===== src/windowed_average_trip_detector_assert.svh =====
// assertion macros for the windowed average trip detector
// used by the top level only; expects signals named clock and reset in scope
`ifndef WINDOWED_AVERAGE_TRIP_DETECTOR_ASSERT_SVH
`define WINDOWED_AVERAGE_TRIP_DETECTOR_ASSERT_SVH

// condition holds at every edge outside reset
`define TWA_ASSERT_ALWAYS(lbl, cond) \
   lbl: assert property (@(posedge clock) disable iff (reset) (cond)) \
      else $error("twa invariant violated");

// condition on one edge implies a result at the next edge
`define TWA_ASSERT_NEXT(lbl, ante, cons) \
   lbl: assert property (@(posedge clock) disable iff (reset) (ante) |=> (cons)) \
      else $error("twa sequence violated");

// condition implies a result at the same edge
`define TWA_ASSERT_IMPLY(lbl, ante, cons) \
   lbl: assert property (@(posedge clock) disable iff (reset) (ante) |-> (cons)) \
      else $error("twa implication violated");

`endif


===== src/twa_pkg.sv =====
// types and constants shared by the windowed average trip detector
// no dependencies
`timescale 1ns / 1ps

package twa_pkg;

   localparam int SAMPLE_W = 12;
   localparam int SUM_W    = 16;
   localparam int CMP_W    = SAMPLE_W + 2;
   localparam int STATUS_W = 2;

   localparam logic [SAMPLE_W-1:0] MARGIN_RESET = 12'd100;

   localparam logic KIND_SAMPLE  = 1'b0;
   localparam logic KIND_RESTART = 1'b1;

   typedef enum logic [STATUS_W-1:0] {
      PH_CALIBRATING = 2'd0,
      PH_MONITORING  = 2'd1,
      PH_TRIPPED     = 2'd2,
      PH_FAILED      = 2'd3
   } phase_type;

   typedef struct packed {
      logic                trip_now;
      phase_type           status;
      logic [SAMPLE_W-1:0] calibration;
      logic [SAMPLE_W-1:0] window_average;
   } result_type;

endpackage


===== src/twa_cell.sv =====
// one stage of the sample window shift line
// depends on twa_pkg
`timescale 1ns / 1ps

module twa_cell (
   input  logic                         clock,
   input  logic                         shift_en,
   input  logic [twa_pkg::SAMPLE_W-1:0] sample_in,
   output logic [twa_pkg::SAMPLE_W-1:0] sample_out
);
   import twa_pkg::*;

   logic [SAMPLE_W-1:0] sample_ff;

   always_ff @(posedge clock) begin
      if (shift_en) begin
         sample_ff <= sample_in;
      end
   end

   assign sample_out = sample_ff;

endmodule


===== src/twa_mean.sv =====
// truncated mean of the window sum, divide by window size as reciprocal multiply
// depends on twa_pkg
`timescale 1ns / 1ps

module twa_mean #(
   parameter int WINDOW = 10
) (
   input  logic [twa_pkg::SUM_W-1:0]    sum,
   output logic [twa_pkg::SAMPLE_W-1:0] mean
);
   import twa_pkg::*;

   // shift of sum width plus five keeps floor exact for divisors up to 16
   localparam int RECIP_SHIFT = SUM_W + 5;
   localparam int RECIP_W     = RECIP_SHIFT + 1;
   localparam logic [RECIP_W-1:0] RECIP =
      RECIP_W'(((64'd1 << RECIP_SHIFT) + WINDOW - 1) / WINDOW);
   localparam int PROD_W = SUM_W + RECIP_W;

   logic [PROD_W-1:0] product;

   assign product = PROD_W'(sum) * PROD_W'(RECIP);
   assign mean    = product[RECIP_SHIFT +: SAMPLE_W];

endmodule


===== src/windowed_average_trip_detector.sv =====
// channel   | dir | handshake              | content
// req       | in  | req_tvalid/req_tready  | tdata: sample; tuser: kind
// rsp       | out | rsp_tvalid/rsp_tready  | tdata: average, calibration, status, trip
// csr       | in  | csr_valid/csr_ready    | trip margin
//
// one word per cycle while rsp is not stalled; each result appears in the cycle after its word is taken.
// the window sum update, reciprocal multiply and band compare are combinational.
// the output register is refilled in the cycle it is drained, so a stalled
// rsp side only stops req while a result is waiting and rsp_tready is low.
// synchronous reset: calibrating, no result pending, margin back to 100.
// depends on twa_pkg, twa_cell, twa_mean and the assertion header
`timescale 1ns / 1ps

module windowed_average_trip_detector #(
   parameter int WINDOW = 10
) (
   input  logic        clock,
   input  logic        reset,
   input  logic        req_tvalid,
   output logic        req_tready,
   input  logic [15:0] req_tdata,  // [11:0] sample, rest zero
   input  logic        req_tuser,  // [0] kind
   output logic        rsp_tvalid,
   input  logic        rsp_tready,
   output logic [31:0] rsp_tdata,  // [11:0] window_average, [23:12] calibration,
                                   // [25:24] status, [26] trip_now, rest zero
   input  logic        csr_valid,
   output logic        csr_ready,
   input  logic [11:0] csr_data
);
   import twa_pkg::*;

`include "windowed_average_trip_detector_assert.svh"

   localparam int FILL_W = $clog2(WINDOW + 1);
   localparam logic [FILL_W-1:0] FILL_FULL = FILL_W'(WINDOW);

   logic                req_accept;
   logic                kind;
   logic [SAMPLE_W-1:0] sample;

   logic [SUM_W-1:0]    sum_ff, sum_in;
   logic [FILL_W-1:0]   fill_ff, fill_in;
   phase_type           phase_ff, phase_in;
   logic [SAMPLE_W-1:0] cal_ff, cal_in;
   logic [SAMPLE_W-1:0] margin_ff;
   logic                rsp_valid_ff;
   result_type          rsp_ff, result;

   logic                shift_en;
   logic [SAMPLE_W-1:0] cell_q [WINDOW];
   logic [SUM_W-1:0]    mean_sum;
   logic [SAMPLE_W-1:0] mean;
   logic [SUM_W-1:0]    sum_fill, sum_slide;
   logic signed [CMP_W-1:0] band_hi, band_lo, avg_s;

   assign kind       = req_tuser;
   assign sample     = req_tdata[SAMPLE_W-1:0];
   assign req_tready = !rsp_valid_ff || rsp_tready;
   assign req_accept = req_tvalid && req_tready;
   assign csr_ready  = 1'b1;

   // window shift line, oldest sample in cell 0, new sample enters the last cell
   for (genvar i = 0; i < WINDOW; i++) begin : g_cell
      logic [SAMPLE_W-1:0] cell_in;
      if (i == WINDOW - 1) begin : g_tail
         assign cell_in = sample;
      end else begin : g_body
         assign cell_in = cell_q[i+1];
      end
      twa_cell u_cell (
         .clock      (clock),
         .shift_en   (shift_en),
         .sample_in  (cell_in),
         .sample_out (cell_q[i])
      );
   end

   twa_mean #(.WINDOW(WINDOW)) u_mean (
      .sum  (mean_sum),
      .mean (mean)
   );

   assign sum_fill  = sum_ff + SUM_W'(sample);
   assign sum_slide = sum_ff - SUM_W'(cell_q[0]) + SUM_W'(sample);

   assign avg_s   = $signed({2'b00, mean});
   assign band_hi = $signed({2'b00, cal_ff}) + $signed({2'b00, margin_ff});
   assign band_lo = $signed({2'b00, cal_ff}) - $signed({2'b00, margin_ff});

   always_comb begin
      sum_in   = sum_ff;
      fill_in  = fill_ff;
      phase_in = phase_ff;
      cal_in   = cal_ff;
      shift_en = 1'b0;
      mean_sum = sum_ff;
      result   = '0;
      if (kind == KIND_RESTART) begin
         sum_in   = '0;
         fill_in  = '0;
         phase_in = PH_CALIBRATING;
         cal_in   = '0;
      end else begin
         case (phase_ff)
            PH_CALIBRATING: begin
               mean_sum = sum_fill;
               if (fill_ff < FILL_FULL) begin
                  shift_en = req_accept;
                  sum_in   = sum_fill;
                  fill_in  = fill_ff + 1'b1;
               end
               if (fill_in >= FILL_FULL) begin
                  result.window_average = mean;
                  if (mean == '0) begin
                     phase_in = PH_FAILED;
                     cal_in   = '0;
                  end else begin
                     phase_in = PH_MONITORING;
                     cal_in   = mean;
                  end
               end
            end
            PH_MONITORING: begin
               shift_en              = req_accept;
               sum_in                = sum_slide;
               mean_sum              = sum_slide;
               result.window_average = mean;
               if (band_hi < avg_s || band_lo > avg_s) begin
                  phase_in        = PH_TRIPPED;
                  result.trip_now = 1'b1;
               end
            end
            default: begin
               // tripped or failed: state held, mean of held window repeated
               result.window_average = mean;
            end
         endcase
      end
      result.calibration = cal_in;
      result.status      = phase_in;
   end

   always_ff @(posedge clock) begin
      if (reset) begin
         sum_ff   <= '0;
         fill_ff  <= '0;
         phase_ff <= PH_CALIBRATING;
         cal_ff   <= '0;
      end else if (req_accept) begin
         sum_ff   <= sum_in;
         fill_ff  <= fill_in;
         phase_ff <= phase_in;
         cal_ff   <= cal_in;
      end
   end

   always_ff @(posedge clock) begin
      if (reset) begin
         margin_ff <= MARGIN_RESET;
      end else if (csr_valid && csr_ready) begin
         margin_ff <= csr_data;
      end
   end

   always_ff @(posedge clock) begin
      if (reset) begin
         rsp_valid_ff <= 1'b0;
      end else if (req_accept) begin
         rsp_valid_ff <= 1'b1;
      end else if (rsp_tready) begin
         rsp_valid_ff <= 1'b0;
      end
   end

   always_ff @(posedge clock) begin
      if (req_accept) begin
         rsp_ff <= result;
      end
   end

   assign rsp_tvalid = rsp_valid_ff;
   assign rsp_tdata  = {5'b0, rsp_ff};

   `TWA_ASSERT_ALWAYS(a_fill_bounded, fill_ff <= FILL_FULL)
   `TWA_ASSERT_IMPLY(a_monitor_full_window, phase_ff == PH_MONITORING, fill_ff == FILL_FULL)
   `TWA_ASSERT_NEXT(a_restart_clears, req_accept && kind == KIND_RESTART, fill_ff == '0 && sum_ff == '0 && phase_ff == PH_CALIBRATING)
   `TWA_ASSERT_IMPLY(a_trip_has_status, rsp_valid_ff && rsp_ff.trip_now, rsp_ff.status == PH_TRIPPED && phase_ff == PH_TRIPPED)

endmodule

===== config.mk =====
export PLATFORM = sky130hd
export DESIGN_NAME = windowed_average_trip_detector
export DESIGN_NICKNAME = d
export VERILOG_FILES = /design/src/twa_pkg.sv /design/src/twa_cell.sv /design/src/twa_mean.sv /design/src/windowed_average_trip_detector.sv
export VERILOG_INCLUDE_DIRS = /design/src /design/src/src
export SDC_FILE = /design/constraint.sdc
export NUM_CORES = 1
export LEC_CHECK = 0
export BUFFER_PORTS_ARGS = -buffer_cell sky130_fd_sc_hd__buf_4
export CAP_MARGIN = 20
export CORE_MARGIN = 4
export CORE_UTILIZATION = 60
export DETAILED_ROUTE_END_ITERATION = 8
export PLACE_DENSITY = 0.88
export SYNTH_ARGS = -nofsm -noshare
export SYNTH_HDL_FRONTEND = slang
export SYNTH_SLANG_ARGS = --single-unit

===== constraint.sdc =====
create_clock -name clock -period 21.7 [get_ports clock]
set_input_delay 4.34 -clock clock [delete_from_list [all_inputs] [get_ports clock]]
set_output_delay 4.34 -clock clock [all_outputs]
set_load 0.005 [all_outputs]

**After elaboration in Yosys (flattened, before gate mapping)**

Index checks and enable logic that the tools add are counted.

- Bits in latches: 0
- Memories: 0
- RAM bits: 0
- Logic and storage cells: 73
- Input bits: 34
- Register bits after elaboration: 194
- Bits in read-only memories: 0

- Muxes and demuxes: 27
- $add $sub $neg: 6
- Reductions and logical operators: 12
- $mul: 1
- Eq/ne operators: 2
- $lt $le $gt $ge: 4
- Shift-type cells: 0
- Divide/modulo/power cells: 0
- Bitwise operators: 1

Operators by type and width:

| kind | count |
|---|---|
| two-way mux 12 bit | 6 |
| one-hot mux 16 bit (2 select lines) | 2 |
| two-way mux 16 bit | 3 |
| adder 16 x 12 -> 16 bit | 2 |
| multiplier 16 x 16 -> 31 bit, second input constant | 1 |
| two-way mux 4 bit | 5 |
| subtractor 16 x 12 -> 16 bit | 1 |
| adder 12 x 12 -> 13 bit | 1 |
| > comparator 13 bit | 1 |
| < comparator 13 x 12 -> 1 bit | 1 |
| subtractor 12 x 12 -> 13 bit | 1 |
| zero test 12 bit | 1 |
| two-way mux 2 bit | 4 |
| two-way mux 1 bit | 5 |
| adder 4 x 1 -> 4 bit, second input constant | 1 |
| >= comparator 4 bit, second input constant | 1 |
| < comparator 4 bit, second input constant | 1 |
| one-hot mux 2 bit (2 select lines) | 1 |
| nonzero test 2 bit | 2 |
| != test 3 bit, second input constant | 1 |
| AND reduction 3 bit | 1 |
| nonzero test 3 bit | 1 |
| equality test 2 x 1 -> 1 bit, second input constant | 1 |
| zero test 2 bit | 1 |
| 7 further kinds | 8 |

**Logic depth before layout (Yosys ltp)**

Gate-level depths: netlist (run 1).

- Depth in word-level cells: 10
- Gate-level depth with buffers: 47
- Depth with buffers taken out: 46

**By module**

Synthesis (run 1) repeated with hierarchy kept, for this count alone.

- Cell total of the unflattened synthesis: 1497
- Area total of the unflattened synthesis: 15263.4 sq um

By module, submodules not included:

| module | times used | seq. area each (sq um) | cells an instance | area an instance (sq um) |
|---|---|---|---|---|
| windowed_average_trip_detector | 1 | 1751.7 | 855 | 6955.4 |
| twa_mean | 1 | 0.0 | 522 | 4704.5 |
| twa_cell | 10 | 360.3 | 12 | 360.3 |

**Worst setup path after synthesis (run 1)**

Ideal clock, no wire load.

- Path kind: input to register
- Start: input req_tdata[1]
- End: register rsp_ff (netlist bit rsp_tdata[25]), data pin
- Path slack: 7.985 ns
- Cell stages on the path: 40
- Arrival: 13.439 ns
- Path through: inv_1 fa_1 inv_1 ha_1 a21o_1 a21oi_1 o21ai_0 a21oi_1 o21a_1 o21ai_0 o41ai_1 xnor2_1 mux2i_1 o21ai_0 ha_1 clkbuf_1 xnor2_1 fa_1 [4 not listed] inv_1 ha_1 a21o_1 a211oi_1 o21ai_1 o21ai_0 o21ai_1 o21ai_1 nand2_1 o311ai_0 inv_1 ha_1 nand4_1 or3_1 a311oi_1 a31o_2 o22a_1 a221oi_2

- Cells in the longest elaborated chain, start to end: 9
- Elaborated cells on any way between the ends: 14
- Classes of those cells: 2 x add/sub; 1 x mul; 2 x order compare; 7 x mux; 2 x reduce/logical

RTL lines:

| item | line | source |
|---|---|---|
| start, declared | windowed_average_trip_detector.sv:21 | `input logic [15:0] req_tdata,` |
| adder 16 x 12 -> 16 bit, on equally long branches | windowed_average_trip_detector.sv:85, windowed_average_trip_detector.sv:84 |  |
| one-hot mux 16 bit (2 select lines) (*) | windowed_average_trip_detector.sv:105 | `case (phase_ff)` |
| two-way mux 16 bit (*) | windowed_average_trip_detector.sv:99 | `if (kind == KIND_RESTART) begin` |
| multiplier 16 x 16 -> 31 bit (*) | twa_mean.sv:22 | `assign product = PROD_W'(sum) * PROD_W'(RECIP);` |
| < comparator 13 x 12 -> 1 bit (tied with other cells) | windowed_average_trip_detector.sv:129 | `if (band_hi < avg_s \|\| band_lo > avg_s) begin` |
| logical OR 1 bit or two-way mux 2 bit (tied branches) | windowed_average_trip_detector.sv:129, windowed_average_trip_detector.sv:115 |  |
| two-way mux 2 bit, on equally long branches | windowed_average_trip_detector.sv:129, windowed_average_trip_detector.sv:113 |  |
| one-hot mux 2 bit (2 select lines) (*) | windowed_average_trip_detector.sv:105 |  |
| two-way mux 2 bit (*) | windowed_average_trip_detector.sv:99 |  |
| net phase_in[1] | windowed_average_trip_detector.sv:44 | `phase_type phase_ff, phase_in;` |
| end signal, assigned | windowed_average_trip_detector.sv:178 | `rsp_ff <= result;` |
| end, declared | windowed_average_trip_detector.sv:48 | `result_type rsp_ff, result;` |

Mark *: on every way through the listed nets, which the timed path passes. The rest lies on a longest branch.
A chain may end at the register's enable or synchronous reset.

**Worst setup path after layout (run 1)**

Same ends and word-level chain as after synthesis.

==> metrics, run 1 <==
CTS tree done; ys async rst share 0; WL final 33.3 mm; final slew viol count 0; Pre-Repair DR Iteration Count 6; Clock Skew 0.0176 ns; Logic pwr share 0.599; Setup Viol. Count Final 0; TNS Setup 0 ns; top post-synthesis cells by area edfxtp_1, ha_1, fa_1; register cell area after layout 5360 sq um; Buffers on Ports 58; footprint of the multi-input gates between 8000 and 9000 sq um; initial core utilization 0.609; largest stage delay on the critical path 0.60 ns; Tmin final around 15 ns; mean post-synth cell area 10.2 sq um; die area 27300 sq um; Post-synth EDFFs 147; DP HPWL 24.9 mm; worst path arrival time 15.54 ns; GP Congestion 0.951; first-pass GRT wire length 54.5 mm; synthesis-to-finish area growth 9.62%; FF-to-FF Start sum_ff[1]$_SDFFE_PP0P_; layout cells sized above 1 0.0786; Post-Synthesis Cells around 1500; final core utilization 0.668; max-cap violations 0; clk buf depth 2; Worst-path clk slew about 0.09 ns; final worst slack 6.33 ns; Hold Buf Count CTS 0; RR Endpoint rsp_tdata[25]$_DFFE_PP_; synthesized area 14800 sq um; unrepaired setup endpoints after global routing no; register area share after synthesis 0.361; nets@finish about 1800; most frequent cells in the layout inv_1, ha_1, edfxtp_1; crit end category flop; Antenna Cells 0; core area 24300 sq um; Net Sw Frac 0.461; Iter 0 DRT Violations 1050; Worst Path Max Fanout 6; clock network fraction of total power 0.180; DR vias around 11000; worst reg-to-reg setup slack between 9 and 10 ns; outcome finished, final reports clean; Crit Path Class input pin to flop; Slew Limit Headroom 0.234; Clock Sinks approximately 190; initial antenna violation count 0; worst setup path start req_tdata[1]; # placed instances between 1500 and 2000; top-area cell type share of the netlist area 0.298; yosys warns 0; largest net degree at the start of global routing 89; Startpoint Class input pin; CP endpoint rsp_tdata[25]$_DFFE_PP_; H-tree levels 4; worst-margin pin slew 1.14 ns; Psw 0.878 mW; fill count between 1500 and 2000; Internal roughly 1.0 mW; Max VDD drop 108 uV; Vias/cell 5.87; boundary pin count slightly below 70; FMAX roughly 65 MHz; Worst-Skew Late Latency 0.46 ns; Post-synth top flop edfxtp_1; GRT Util Overall 0.253; crit share post-route 0.708; vias in the first global route 10900; Yosys reg bits between 150 and 200; most common cell after layout, fill and taps aside inv_1; Post-CTS Setup Inserts 0; dpl ws 6.28 ns; Num CTS Buffers 17; required time worst endpoint roughly 22 ns; post-CTS resize count 0; row cnt 57; Post-Layout Cell Count 1850; GRT overflow 0; static leakage 7.52 nW; worst hold path type flop to flop; wire length per cell 18.0 um; DIE WIDTH approximately 170 um; r2r worst-path depth 43; leading area contributor after synthesis edfxtp_1; overall power roughly 1.9 mW; ANT nets after route 0; CP max-delay cell fa_1; Pwr Density 117 nW/um^2; final hold vios 0; Critical Path Most Common Cell inv_1; Synth cell types 77; root buffer cell clkbuf_16; Die Span Y 165 um; Seq pwr share 0.221; DRC 0
power by group through the flow:
stage	combinational (mW)	clock [mW]	sequential (mW)
after CTS	1.13	0.345	0.421
after global placement	1.06	0	0.428
after global routing	1.28	0.362	0.422
after detailed placement	1.10	0	0.429
after floorplan	0.818	0	0.428
final	1.14	0.343	0.421
layout make-up:
type | instances | area share
Clock buffer | 17 | 0.0262
Clock inverter | 15 | 0.0133
Inverter | 262 | 0.0607
Multi-Input combinational cell | 968 | 0.513
Sequential cell | 194 | 0.330
Tap cell | 324 | 0.0250
Timing Repair Buffer | 70 | 0.0324
how the worst min path moves through the flow:
stage / startpoint / endpoint / cells after the start
detailed placement: g_cell[5].u_cell.sample_out[8]$_DFFE_PP_ / g_cell[4].u_cell.sample_out[8]$_DFFE_PP_ / 0
floorplan: g_cell[1].u_cell.sample_out[0]$_DFFE_PP_ / g_cell[0].u_cell.sample_out[0]$_DFFE_PP_ / 0
global route: g_cell[9].u_cell.sample_out[7]$_DFFE_PP_ / g_cell[8].u_cell.sample_out[7]$_DFFE_PP_ / 0
global placement: g_cell[1].u_cell.sample_out[9]$_DFFE_PP_ / g_cell[0].u_cell.sample_out[9]$_DFFE_PP_ / 0
finish: g_cell[9].u_cell.sample_out[7]$_DFFE_PP_ / g_cell[8].u_cell.sample_out[7]$_DFFE_PP_ / 0
CTS: g_cell[9].u_cell.sample_out[7]$_DFFE_PP_ / g_cell[8].u_cell.sample_out[7]$_DFFE_PP_ / 0
routing by layer:
metal  part of all wire  track usage
met2               0.48        0.415
met5                  0            0
met4              0.026       0.0870
met3              0.073       0.0484
met1               0.42        0.339
worst max-delay path, delay by kind of cell:
| kind | cells | cell delay, ns |
|---|---|---|
| AO/OA/AOI/OAI | 16 | 3.74 |
| XOR/XNOR | 1 | 0.50 |
| adder cells (fa/ha/maj) | 11 | 4.60 |
| buffers and inverters | 8 | 0.69 |
| multiplexers | 1 | 0.28 |
| AND/OR/NAND/NOR | 7 | 1.38 |
sequential cells by signal (all words and copies together), names as in the netlist:
signal                    flops
fill_ff                       4
cal_ff                       12
sum_ff                       16
phase_ff                      2
margin_ff                    12
g_cell.u_cell.sample_out    120
rsp_tvalid                    1
rsp_tdata                    27
synthesized netlist by cell type, drive strengths merged, types with 26 or more instances:
library cell / number
inv: 262
ha: 202
edfxtp: 147
nor2: 118
fa: 92
nand2: 92
a21oi: 88
o21ai: 62
dfxtp: 47
xnor2: 37
nor3: 30
clkbuf: 27
mux2i: 26
cell families after synthesis:
family / after synthesis / synth area share
buf+inv: 299 / 0.0774
fa+ha+maj: 296 / 0.296
compound gates: 263 / 0.115
other cells: 2 / 0.000507
simple gates: 323 / 0.0991
flops: 194 / 0.361
xor+xnor: 53 / 0.0318
mux: 27 / 0.0183
stage by stage:
step / area, sq um / hold WS [ns]
finish: 16200 / 0.414
global route: 16200 / 0.427
CTS: 16200 / 0.416
detailed placement: 15600 / 0.405
global placement: 15600 / 0.403
floorplan: 14800 / 0.400
(Power assumes the default switching activity.)
==> run 2: changes to the inputs <==
--- a/config.mk
+++ b/config.mk
@@ -9,7 +9,7 @@
 export BUFFER_PORTS_ARGS = -buffer_cell sky130_fd_sc_hd__buf_4
 export CAP_MARGIN = 20
 export CORE_MARGIN = 4
-export CORE_UTILIZATION = 60
+export CORE_UTILIZATION = 57
 export DETAILED_ROUTE_END_ITERATION = 8
 export PLACE_DENSITY = 0.88
 export SYNTH_ARGS = -nofsm -noshare
==> constraint.sdc (replaced) <==
create_clock -name clock -period 13.47 [get_ports clock]
set_input_delay 2.694 -clock clock [delete_from_list [all_inputs] [get_ports clock]]
set_output_delay 2.694 -clock clock [all_outputs]
set_load 0.005 [all_outputs]
==> metrics, run 2 (same netlist as run 1, synthesis figures left out) <==
final hold vios 0; Clock Sinks 194; Buffers on Ports 58; CTS tree done; DR vias 10900; dpl ws 0.108 ns; Startpoint Class input pin; WHS Path Cells 0; Num CTS Buffers 17; overall power 3.16 mW; worst hold path type flop to flop; Max VDD drop 193 uV; vias in the first global route 11100; WL final 34.4 mm; Psw 1.44 mW; largest stage delay on the critical path a little under 0.6 ns; die area 28600 sq um; unrepaired setup endpoints after global routing no; initial core utilization 0.583; Post-CTS Setup Inserts 0; Crit Path Class input pin to flop; most frequent cells in the layout inv_1, ha_1, edfxtp_1; post-CTS resize count 0; RR Endpoint rsp_tdata[25]$_DFFE_PP_; Hold Path Sink g_cell[7].u_cell.sample_out[6]$_DFFE_PP_; FF-to-FF Start sum_ff[0]$_SDFFE_PP0P_; Tmin final about 13 ns; Net Sw Frac 0.457; first-pass GRT wire length 56.4 mm; synthesis-to-finish area growth 10.4%; fin area 16400 sq um; Critical Path Most Common Cell inv_1; Worst-Skew Late Latency roughly 0.45 ns; Slew Limit Headroom 0.341; Hold Buf Count CTS 0; Worst-path clk slew 0.08 ns; max-cap violations 0; row cnt 58; max FFs per register 120; clk buf depth 2; boundary pin count 69; root buffer cell clkbuf_16; H-tree levels 4; Antenna Cells 0; GRT overflow 0; CP delay by family, top adder cells; Setup Viol. Count Final 0; final worst slack 0.548 ns; worst reg-to-reg setup slack ~2.5 ns; Clock Skew 0.0192 ns; FMAX 77.4 MHz; Logic pwr share 0.615; clock network fraction of total power 0.171; Post-Layout Cell Count approximately 1900; post-placement cell area about 16000 sq um; crit end category flop; required time worst endpoint 13.64 ns; Vias/cell between 5 and 6; outcome finished, final reports clean; Iter 0 DRT Violations 1063; TNS Setup 0 ns; DIE WIDTH 169 um; initial antenna violation count 0; Worst Path Max Fanout 4; # placed instances 1840; static leakage 7.60 nW; most common cell after layout, fill and taps aside inv_1; core area 25400 sq um; ANT nets after route 0; Pre-Repair DR Iteration Count 5; Seq pwr share 0.215; final slew viol count 0; DRC 0; GRT Util Overall 0.246; nets@finish 1857; wire length per cell 18.4 um; Die Span Y about 170 um; Internal 1.72 mW; worst hold start g_cell[8].u_cell.sample_out[6]$_DFFE_PP_; DP HPWL 25.8 mm; worst path arrival time ~13 ns; largest net degree at the start of global routing 72; crit share post-route 0.959; GP Congestion 0.975; r2r worst-path depth 46; worst-margin pin slew between 0.9 and 1 ns; CP bufs+invs 9; CP max-delay cell fa_1; layout cells sized above 1 0.0882; Pwr Density 193 nW/um^2
-- run 2: cell types whose count changed in the layout (fill, tap and decap cells not counted), sizes merged --
cell    before  now
buf         70   86
clkinv       3    8
clkbuf      17   18
inv        273  267
-- run 2: routing by layer --
layer	up-vias	GRT usage	share of wire
met5	-	0	0
met4	0	0.0679	0.024
met3	68	0.0494	0.072
met2	398	0.408	0.48
met1	5341	0.333	0.42
li1	5095	-	-
-- run 2: stage by stage --
| stage | utilization | hold WS (ns) |
|---|---|---|
| CTS | 0.644 | 0.412 |
| floorplan | - | 0.400 |
| global route | 0.644 | 0.415 |
| finish | 0.644 | 0.410 |
| detailed placement | 0.619 | 0.405 |
| global placement | 0.619 | 0.402 |
-- run 2: layout make-up --
cell class / instances / area, sq um
Fill cell: 1910 / 9040
Multi-Input combinational cell: 968 / 8340
Sequential cell: 194 / 5360
Inverter: 262 / 986
Timing Repair Buffer: 86 / 646
Clock buffer: 18 / 429
Tap cell: 330 / 413
Clock inverter: 14 / 189
-- run 2: power by group through the flow --
| stage | clock network (mW) | logic [mW] | registers, mW |
|---|---|---|---|
| global placement | 0 | 1.81 | 0.690 |
| global route | 0.568 | 2.17 | 0.680 |
| floorplan | 0 | 1.32 | 0.689 |
| finish | 0.539 | 1.94 | 0.678 |
| CTS | 0.540 | 1.91 | 0.678 |
| detailed placement | 0 | 1.87 | 0.691 |
-- run 2: worst max-delay path by stage --
| stage | slack [ns] | start | cells past startpoint | to |
|---|---|---|---|---|
| CTS | 0.35 | req_tdata[2] | 43 | rsp_tdata[25]$_DFFE_PP_ |
| global placement | 0.35 | req_tdata[1] | 43 | rsp_tdata[25]$_DFFE_PP_ |
| floorplan | 1.40 | req_tdata[1] | 40 | rsp_tdata[25]$_DFFE_PP_ |
| detailed placement | 0.11 | req_tdata[1] | 42 | rsp_tdata[25]$_DFFE_PP_ |
| global route | 0.01 | req_tdata[2] | 45 | rsp_tdata[25]$_DFFE_PP_ |
| finish | 0.55 | req_tdata[1] | 44 | rsp_tdata[25]$_DFFE_PP_ |
-- run 2: worst register-to-register path, delay by kind of cell (launching register included) --
| family | cells | cell delay, ns |
|---|---|---|
| XOR/XNOR | 2 | 0.61 |
| AND/OR/NAND/NOR | 7 | 1.29 |
| flip-flops | 1 | 0.39 |
| AO/OA/AOI/OAI | 16 | 3.13 |
| adder cells (fa/ha/maj) | 12 | 4.59 |
| buffers and inverters | 9 | 0.67 |
